[config.mk]
export PLATFORM = sky130hd
export DESIGN_NAME = bmm_decode
export DESIGN_NICKNAME = d
export VERILOG_FILES = /design/src/hw/rtl/assert_macros.svh /design/src/hw/rtl/bmm_pkg.sv /design/src/hw/rtl/bmm_decode.sv
export SDC_FILE = /design/constraint.sdc
export NUM_CORES = 1
export LEC_CHECK = 0
export ABC_AREA = 1
export BUFFER_PORTS_ARGS = -buffer_cell sky130_fd_sc_hd__buf_2
export CELL_PAD_IN_SITES_DETAIL_PLACEMENT = 1
export CELL_PAD_IN_SITES_GLOBAL_PLACEMENT = 1
export CORE_MARGIN = 4
export CORE_UTILIZATION = 11
export DETAILED_ROUTE_END_ITERATION = 12
export PLACE_DENSITY_LB_ADDON = 0.1
export SYNTH_ARGS = -nofsm -noshare
export SYNTH_HDL_FRONTEND = slang
export SYNTH_SLANG_ARGS = --single-unit
[constraint.sdc]
create_clock -name vclk -period 1.2
set_input_delay 0.24 -clock vclk [all_inputs]
set_output_delay 0.24 -clock vclk [all_outputs]
set_load 0.005 [all_outputs]
[src/hw/rtl/assert_macros.svh]
// Assertion macros shared by the RTL.
// Included by files that check their own logic; no other dependencies.
`ifndef ASSERT_MACROS_SVH
`define ASSERT_MACROS_SVH
`ifndef SYNTHESIS
// Same-cycle implication under a synchronous reset.
`define BMM_ASSERT_IMP(name, clk, rst, ante, cons) \
   name: assert property (@(posedge clk) disable iff (rst) (ante) |-> (cons)) \
      else $error("assertion failed");
// Next-cycle implication under a synchronous reset.
`define BMM_ASSERT_NXT(name, clk, rst, ante, cons) \
   name: assert property (@(posedge clk) disable iff (rst) (ante) |=> (cons)) \
      else $error("assertion failed");
`else
`define BMM_ASSERT_IMP(name, clk, rst, ante, cons)
`define BMM_ASSERT_NXT(name, clk, rst, ante, cons)
`endif
`endif

[src/hw/rtl/bmm_pkg.sv]
// Shared types and constants of the banked memory mapper.
// No dependencies; imported by the decoder and the top level.
package bmm_pkg;

   localparam int ADDR_W   = 16;
   localparam int DATA_W   = 8;
   localparam int OP_W     = 3;
   localparam int HALF_AW  = 15;   // boot ROM, low RAM, high RAM
   localparam int DISK_AW  = 12;   // disk ROM
   localparam int PLANE_AW = 14;   // one video plane
   localparam int PLANES   = 4;

   localparam logic [1:0]        WINDOW_TOP = 2'b10;   // 0x8000-0xBFFF
   localparam logic [3:0]        DISK_PAGE  = 4'h6;    // 0x6000-0x6FFF
   localparam logic [3:0]        DISK_LIMIT = 4'h0;    // load offset below 0x1000
   localparam logic [DATA_W-1:0] ROM_FILL   = 8'hFF;
   localparam logic [DATA_W-1:0] RAM_FILL   = 8'h00;
   localparam logic [DATA_W-1:0] PLANE_MAP_RESET = 8'h0F;
   localparam logic [DATA_W-1:0] IO_MAP_RESET    = 8'h00;
   localparam int PM_WINDOW  = 4;
   localparam int PM_ALL_RAM = 5;
   localparam int IO_DISK    = 0;

   typedef enum logic [OP_W-1:0] {
      OP_READ      = 3'd0,
      OP_WRITE     = 3'd1,
      OP_IO_MAP    = 3'd2,
      OP_PORTC_MAP = 3'd3,
      OP_LOAD_BOOT = 3'd4,
      OP_LOAD_DISK = 3'd5
   } op_type;

   // Routing of one transaction to the memories and map registers.
   typedef struct packed {
      logic              is_read;
      logic              is_write;
      logic              io_map_wr;
      logic              portc_map_wr;
      logic              video;
      logic              high;
      logic              low;
      logic              disk;
      logic              boot;
      logic [PLANES-1:0] planes;   // active-high plane enables
   } route_type;

endpackage

[src/hw/rtl/bmm_decode.sv]
// Address decoder: maps one transaction onto memories and map registers.
// Depends on bmm_pkg.
module bmm_decode (
   input  logic [bmm_pkg::OP_W-1:0]   operation,
   input  logic [bmm_pkg::ADDR_W-1:0] address,
   input  logic [bmm_pkg::DATA_W-1:0] plane_map,
   input  logic [bmm_pkg::DATA_W-1:0] io_map,
   output bmm_pkg::route_type         route
);
   import bmm_pkg::*;

   logic in_window;

   assign in_window = (address[ADDR_W-1 -: 2] == WINDOW_TOP) && plane_map[PM_WINDOW];

   always_comb begin
      route        = '0;
      route.planes = ~plane_map[PLANES-1:0];
      case (op_type'(operation))
         OP_READ: begin
            route.is_read = 1'b1;
            if (in_window) begin
               route.video = 1'b1;
            end else if (address[ADDR_W-1]) begin
               route.high = 1'b1;
            end else if (plane_map[PM_ALL_RAM]) begin
               route.low = 1'b1;
            end else if (io_map[IO_DISK] && (address[ADDR_W-1 -: 4] == DISK_PAGE)) begin
               route.disk = 1'b1;
            end else begin
               route.boot = 1'b1;
            end
         end
         OP_WRITE: begin
            // Writes into ROM space fall through with no target selected.
            route.is_write = 1'b1;
            if (in_window) begin
               route.video = 1'b1;
            end else if (address[ADDR_W-1]) begin
               route.high = 1'b1;
            end else if (plane_map[PM_ALL_RAM]) begin
               route.low = 1'b1;
            end
         end
         OP_IO_MAP: begin
            route.io_map_wr = 1'b1;
         end
         OP_PORTC_MAP: begin
            route.portc_map_wr = 1'b1;
         end
         OP_LOAD_BOOT: begin
            route.is_write = 1'b1;
            route.boot     = !address[ADDR_W-1];
         end
         OP_LOAD_DISK: begin
            route.is_write = 1'b1;
            route.disk     = (address[ADDR_W-1 -: 4] == DISK_LIMIT);
         end
         default: begin
            route.planes = '0;
         end
      endcase
   end

endmodule

==> results of run 1 <==
-- final cells by class --
type               count  area share, %
multi-input cells     29           38.4
well taps             25           7.74
inverters             15           13.9
repair buffers        28           39.9
-- timing repair --
item	in CTS	in global routing
resized for setup	0	11
setup endpoints to repair	0	1
hold endpoints to repair	0	0
-- cells in the final DEF, fill, tap and decap left out, drive strengths merged --
cell,instances
inv,15
nor3,3
buf,28
nor2,8
nand3,2
or2,1
nand2,12
a21oi,2
nand4,1
-- tightest hold or removal path: cells and delay by family --
family,cells,cell delay (ns)
simple gates,1,0.04
buf+inv,2,0.21
-- logic make-up after synthesis --
kind of cell / synth area share, %
compound gates: 5.10
simple gates: 66.2
buf+inv: 28.7
-- report_power, final --
part | leakage (nW) | internal [mW] | switching, mW
combinational | 0.281 | 0.0539 | 0.0524
clock | 0 | 0 | 0
sequential | 0 | 0 | 0
-- layer usage --
layer,global-route usage [%],vias to the layer above,part of all wire [%]
li1,-,183,-
met1,8.16,140,42
met2,11.1,15,47
met3,1.19,0,11
met4,0,0,0
met5,0,-,0
-- worst max path at each step --
stage	end
2_1_floorplan	route[5]
3_3_place_gp	route[5]
3_5_place_dp	route[5]
4_1_cts	route[5]
5_1_grt	route[5]
6_report	route[6]
-- metrics by stage --
| step | setup slack (ns) | power [mW] | util, % | instance area, um2 |
|---|---|---|---|---|
| 6_report | 0.113 | 0.106 | 23.7 | 404 |
| 5_1_grt | 0.0100 | 0.123 | 23.7 | 404 |
| 4_1_cts | 0.0548 | 0.0985 | 21.7 | 370 |
| 3_5_place_dp | 0.0578 | 0.0980 | 21.7 | 370 |
| 3_3_place_gp | 0.0619 | 0.0979 | 21.7 | 370 |
| 2_1_floorplan | 0.329 | 0.0404 | - | 196 |
-- cell usage after synthesis --
| master | instances | area share (%) |
|---|---|---|
| nor2_1 | 8 | 15 |
| a21oi_1 | 2 | 5.1 |
| inv_2 | 1 | 1.9 |
| nand4_1 | 1 | 3.2 |
| nor3_2 | 3 | 15 |
| nand3_1 | 2 | 5.1 |
| nand2_1 | 12 | 23 |
| inv_1 | 14 | 27 |
| or2_4 | 1 | 4.5 |
==> impl_metrics.toml, run 1 <==
[routing]
dr.first_iter.drc_count = 0
drcViolationCount = 0
drt-pass1-iter-count = 1
routed_wl_um = 744
route.vias.total = 338
drt.antenna.violating_nets = 0
avgViaCountPerCell = 3.48
wire_per_inst_um = 7.67

[timing]
whs_ns = 0.730
slew-limit-headroom_pct = 89.3
hold_viol_final = 0
fin_tns_setup_ns = 0
fin_crit_sh_pct = 90.6
finalSetupViolCount = 0
min_period_ns = 1.09
drv_slew = 0
rsz0062_at_grt = "false"
clock.fmax_ghz = 0.920
worst_pin_slew_ns = 0.159

[worst_setup_path]
cp_top_family = "simple AND/OR/NAND/NOR gates"
crit_path_cell_trace = "buf_2 > or2_4 > nor3_2 > buf_2"
critical-path-max-stage-delay_ns = 0.25
slowest_stage = "or2_4"
worst_setup_path_end_kind = "primary output"
cp_max_fo = 7
crit_arrival_ns = 0.85
worst-path-buf-inv = 2
crit_cells = 4
critPathKind = "primary input to primary output"
critPathLaunch = "operation[1]"
cp.required_ns = 0.96
cp-start-kind = "primary input"
cpMostUsedCell = "buf_2"

[final_layout]
seq_cells = 0
antenna_cells = 0
n_clock_buffer = 0
register_area_um2 = 0
drive_gt1_share_pct = 51.4
layout.nets = 109
final_cells = 97
multi_input_area_um2 = 155
nFillCells = 244
syn2layout_area_growth_pct = 106

[global_route]
grt_max_degree = 8
antenna_found_initial = 0
grt_pass1_vias = 314
track_usage_pct = 6.23
grt_pass1_wl_um = 1350
grt_overflow_total = 0

[floorplanning]
start_util_pct = 11.5
die_y_um = 50.3
design.core.area_um2 = 1710
pin_count = 48
fp.dieArea_um2 = 2530
std_cell_rows = 15
die_x_um = 50.3

[synthesis]
synth-seq-area-share_pct = 0
avgSynthCellArea_um2 = 4.46
yosysWarnings = 0
syn-num-nets = 79
synthCells = 44
synth_area_um2 = 196
post_synth_num_cell_types = 9

[placement]
detailed_place_hpwl_um = 685
port_buffers = 27
gp_congestion = 0.648
dp.cells = 97

[power]
peakVddDrop_mv = 0.0577
p_per_area_nw_per_um2 = 263
leakage_nw = 0.281

[worst_hold_path]
min-delay-start = "operation[2]"
holdPathStages = 3
hold_path_end = "route[12]"
hold_path.class = "primary input to primary output"

[clock_tree]
hold_buffers = 0
postCtsSetupBuffers = 0

[run_status]
status = "finished, final reports clean"

[job]
maxCapViolCount = 0
Note: power is estimated with default switching activity, not from simulation.
==> inputs of run 2 (changes only) <==
--- a/config.mk
+++ b/config.mk
@@ -10,7 +10,7 @@
 export CELL_PAD_IN_SITES_DETAIL_PLACEMENT = 1
 export CELL_PAD_IN_SITES_GLOBAL_PLACEMENT = 1
 export CORE_MARGIN = 4
-export CORE_UTILIZATION = 11
+export CORE_UTILIZATION = 10
 export DETAILED_ROUTE_END_ITERATION = 12
 export PLACE_DENSITY_LB_ADDON = 0.1
 export SYNTH_ARGS = -nofsm -noshare
==> constraint.sdc (replaced) <==
create_clock -name vclk -period 1
set_input_delay 0.2 -clock vclk [all_inputs]
set_output_delay 0.2 -clock vclk [all_outputs]
set_load 0.005 [all_outputs]
==> run 2 against run 1 <==
First-iteration DRC count grew 1. Combinational power up 51%. Critical path depth unchanged. Non-clock buffer count increased by 4. Critical path type unchanged.
==> impl_metrics.toml, run 2 (synthesis results as in run 1) <==
[timing]
hold_viol_final = 0
clock.fmax_ghz = 1.02
min_period_ns = 0.985
slew-limit-headroom_pct = 88.8
worst_pin_slew_ns = 0.167
fin_crit_sh_pct = 98.5
finalSetupViolCount = 0
rsz0062_at_grt = "true"
drv_slew = 0

[floorplanning]
std_cell_rows = 15
fp.dieArea_um2 = 2740
die_y_um = 52.3
start_util_pct = 10.9
design.core.area_um2 = 1800
pin_count = 48
die_x_um = 52.3

[final_layout]
seq_cells = 0
layout_common_cells = "22 x buf_2, 11 x nand2_1, 11 x inv_1"
antenna_cells = 0
final_core_util_pct = 26.7
register_area_um2 = 0
n_clock_buffer = 0
drive_gt1_share_pct = 64.5
layout.nets = 113
syn2layout_area_growth_pct = 145
final_common_cell = "buf_2"

[global_route]
grt_overflow_total = 0
antenna_found_initial = 0
grt_max_degree = 7
grt_pass1_wl_um = 1440
grt_pass1_vias = 387
track_usage_pct = 6.33

[worst_setup_path]
crit_arrival_ns = 0.79
critical-path-max-stage-delay_ns = 0.26
critPathLaunch = "operation[2]"
crit_cells = 4
critPathKind = "primary input to primary output"
cp_max_fo = 4
slowest_stage = "or2_4"
worst-path-buf-inv = 2
cp_top_family = "simple AND/OR/NAND/NOR gates"
cp.required_ns = 0.80
crit_path_cell_trace = "buf_8 > or2_4 > nor3_2 > buf_2"
worst_setup_path_end_kind = "primary output"
cp-start-kind = "primary input"
endpoint = "route[6]"

[power]
leakage_nw = 0.307
power_uw = 160
peakVddDrop_mv = 0.0687
p_per_area_nw_per_um2 = 334

[placement]
port_buffers = 27
gp_congestion = 0.653
detailed_place_hpwl_um = 740

[run_status]
status = "finished, final reports clean"

[routing]
route.vias.total = 354
routed_wl_um = 785
avgViaCountPerCell = 3.50
drt-pass1-iter-count = 2
dr.first_iter.drc_count = 1
drcViolationCount = 0
wire_per_inst_um = 7.77
drt.antenna.violating_nets = 0

[worst_hold_path]
holdPathStages = 3
hold_path.class = "primary input to primary output"

[job]
maxCapViolCount = 0

[clock_tree]
hold_buffers = 0
run 2: changes by cell type in the layout (fill, tap and decap cells not counted), sizes merged:
cell  delta
buf      +4
run 2: metal layers:
metal	share of wire, %	global-route usage [%]	vias to the layer above
li1	-	-	191
met1	41	8.75	149
met2	48	11.2	14
met3	11	0.570	0
met4	0	0	0
met5	0	0	-
run 2: tightest hold or removal path, stage by stage:
cell and delay, ns:
buf_8 0.09, nor3_2 0.04, buf_2 0.12
run 2: worst min-delay path by stage:
stage / slack (ns) / startpoint / end
after CTS: 0.66 / operation[2] / route[12]
after floorplan: 0.42 / address[15] / route[6]
final: 0.65 / operation[2] / route[12]
after global placement: 0.68 / operation[0] / route[10]
after global routing: 0.67 / operation[2] / route[12]
after detailed placement: 0.69 / operation[0] / route[10]
run 2: what timing repair did:
action | 4_1_cts | 5_1_grt
buffers inserted | 0 | 0
setup endpoints to repair | 4 | 6
gates cloned | 0 | 0
pin swaps | 6 | 5
hold endpoints to repair | 0 | 0
resized for setup | 17 | 9
run 2: through the flow:
stage / setup slack (ns) / cell area, um2 / TNS [ns] / hold slack (ns) / std cells
after global placement: -0.0355 / 400 / -0.0803 / 0.683 / 101
after global routing: -0.0404 / 480 / -0.112 / 0.665 / 101
after CTS: -0.00446 / 452 / -0.00708 / 0.656 / 101
final: 0.0148 / 480 / 0 / 0.650 / 101
after detailed placement: -0.0432 / 400 / -0.101 / 0.686 / 101
after floorplan: 0.209 / 196 / 0 / 0.424 / 44
run 2: area by class of cell:
class,count,area (um2)
fillers,253,1320
repair buffers,32,208
well taps,25,31.3
multi-input cells,29,180
inverters,15,61.3
run 2: power by group:
| part | switching, mW | internal [mW] | total (mW) |
|---|---|---|---|
| clock | 0 | 0 | 0 |
| combinational | 0.0750 | 0.0854 | 0.160 |
| sequential | 0 | 0 | 0 |
==> inputs of run 3 (changes only) <==
--- a/config.mk
+++ b/config.mk
@@ -9,6 +9,7 @@
 export BUFFER_PORTS_ARGS = -buffer_cell sky130_fd_sc_hd__buf_2
 export CELL_PAD_IN_SITES_DETAIL_PLACEMENT = 1
 export CELL_PAD_IN_SITES_GLOBAL_PLACEMENT = 1
+export CORE_ASPECT_RATIO = 1.2
 export CORE_MARGIN = 4
 export CORE_UTILIZATION = 10
 export DETAILED_ROUTE_END_ITERATION = 12
==> run 3 against run 2 <==
The run now ends with setup timing left. Die area grew 0.11%. Cell area grew 8.3%. Critical endpoint unchanged. Critical path depth is the same. Combinational power grew 15%. Largest cell class unchanged. Fmax shrank 2.2%. Cell count shrank 5.0%. Sequential share of layout area is the same. Worst hold slack lost 0.013 ns. Largest power group unchanged. Clock-buffer cell count is the same.
==> impl_metrics.toml, run 3 (synthesis results as in run 1) <==
[worst_setup_path]
cp.required_ns = 0.80
crit_arrival_ns = 0.81
endpoint = "route[6]"
critical-path-max-stage-delay_ns = 0.25
worst-path-buf-inv = 2
cp_max_fo = 4
crit_path_cell_trace = "buf_4 > or2_4 > nor3_4 > buf_2"
cp-start-kind = "primary input"
worst_setup_path_end_kind = "primary output"
critPathLaunch = "operation[2]"
slowest_stage = "or2_4"
crit_cells = 4
cp_top_family = "simple AND/OR/NAND/NOR gates"
critPathKind = "primary input to primary output"

[placement]
detailed_place_hpwl_um = 768
dp.cells = 96
port_buffers = 27
placed_cell_area_um2 = 413
gp_congestion = 0.577
place_ws_ns = -0.0508

[power]
peakVddDrop_mv = 0.0734
p_clk_share_pct = 0
switching_share_pct = 46.3
p_per_area_nw_per_um2 = 354
leakage_nw = 0.325
seqPwrFrac_pct = 0
power.switching_uw = 85.3
p_comb_share_pct = 100.0
p_int_uw = 99.0

[routing]
drt.antenna.violating_nets = 0
dr.first_iter.drc_count = 0
route.vias.total = 371
drcViolationCount = 0
drt-pass1-iter-count = 1
routed_wl_um = 907
avgViaCountPerCell = 3.86
wire_per_inst_um = 9.45

[global_route]
grt_pass1_wl_um = 1550
antenna_found_initial = 0
track_usage_pct = 6.32
grt_pass1_vias = 368
grt_overflow_total = 0
grt_max_degree = 7

[timing]
rsz0062_at_grt = "true"
finalSetupViolCount = 1
min_period_ns = 1.01
drv_slew = 0
layout_setup_ws_ns = -0.00724
hold_viol_final = 0
slew-limit-headroom_pct = 89.3
fin_tns_setup_ns = -0.00724
worst_pin_slew_ns = 0.160
fin_crit_sh_pct = 101
clock.fmax_ghz = 0.993

[final_layout]
layout_common_cells = "20 x buf_2, 10 x inv_1, 9 x nand2_1"
layout.nets = 114
drive_gt1_share_pct = 66.2
final_cells = 96
seq_cells = 0
antenna_cells = 0
register_area_um2 = 0
syn2layout_area_growth_pct = 165
final_common_cell = "buf_2"
design_area_um2 = 520
n_clock_buffer = 0

[clock_tree]
postCtsSetupBuffers = 0

[run_status]
violations = "setup timing"
status = "finished with violations"

[floorplanning]
std_cell_rows = 17
die_x_um = 48.5
fp.dieArea_um2 = 2740
start_util_pct = 10.6
die_y_um = 56.6
pin_count = 48
design.core.area_um2 = 1850

[worst_hold_path]
hold_path.class = "primary input to primary output"

[job]
maxCapViolCount = 0
[run 3: cell types whose count changed in the layout (fill, tap and decap cells not counted), moves of 2 or more]
cell     change
buf_2        -2
nand2_1      -2
buf_6        +3
nand3_2      -2
[run 3: area by class of cell]
class | count | area [um2]
inverter | 15 | 63.8
tap | 19 | 23.8
timing repair buffer | 33 | 236
multi-input combinational | 29 | 196
fill | 248 | 1330
[run 3: how the worst min path moves through the flow]
stage                 startpoint  slack (ns)         to  depth (start not counted)
global placement    operation[0]        0.68  route[10]                          3
finish              operation[0]        0.64  route[10]                          3
global route        operation[0]        0.65  route[10]                          3
detailed placement  operation[0]        0.68  route[10]                          3
CTS                 operation[0]        0.65  route[10]                          3
floorplan            address[15]        0.42   route[6]                          1
[run 3: through the flow]
step | total power, mW | hold WS [ns] | utilization, %
4_1_cts | 0.164 | 0.651 | 25.2
2_1_floorplan | 0.0485 | 0.424 | -
3_3_place_gp | 0.138 | 0.681 | 22.3
6_report | 0.184 | 0.636 | 28.1
3_5_place_dp | 0.139 | 0.685 | 22.3
5_1_grt | 0.206 | 0.654 | 28.1
[run 3: routing by layer]
metal / global-route usage, % / part of all wire [%] / vias up / wire [um]
met5: 0 / 0 / - / 0
met4: 0 / 0 / 0 / 0
met3: 1.86 / 10 / 0 / 94
met2: 12.3 / 57 / 15 / 514
met1: 6.98 / 33 / 162 / 298
li1: - / - / 194 / -
[run 3: power by group through the flow]
| stage | Sequential, mW | Combinational, mW | Clock (mW) |
|---|---|---|---|
| CTS | 0 | 0.164 | 0 |
| global route | 0 | 0.206 | 0 |
| finish | 0 | 0.184 | 0 |
| floorplan | 0 | 0.0485 | 0 |
| global placement | 0 | 0.138 | 0 |
| detailed placement | 0 | 0.139 | 0 |
[run 3: repair_timing]
item / CTS / global route
endpoints found under the setup margin: 3 / 6
pin swaps: 7 / 7
gates resized for setup: 17 / 15
hold buffers: 0 / 0
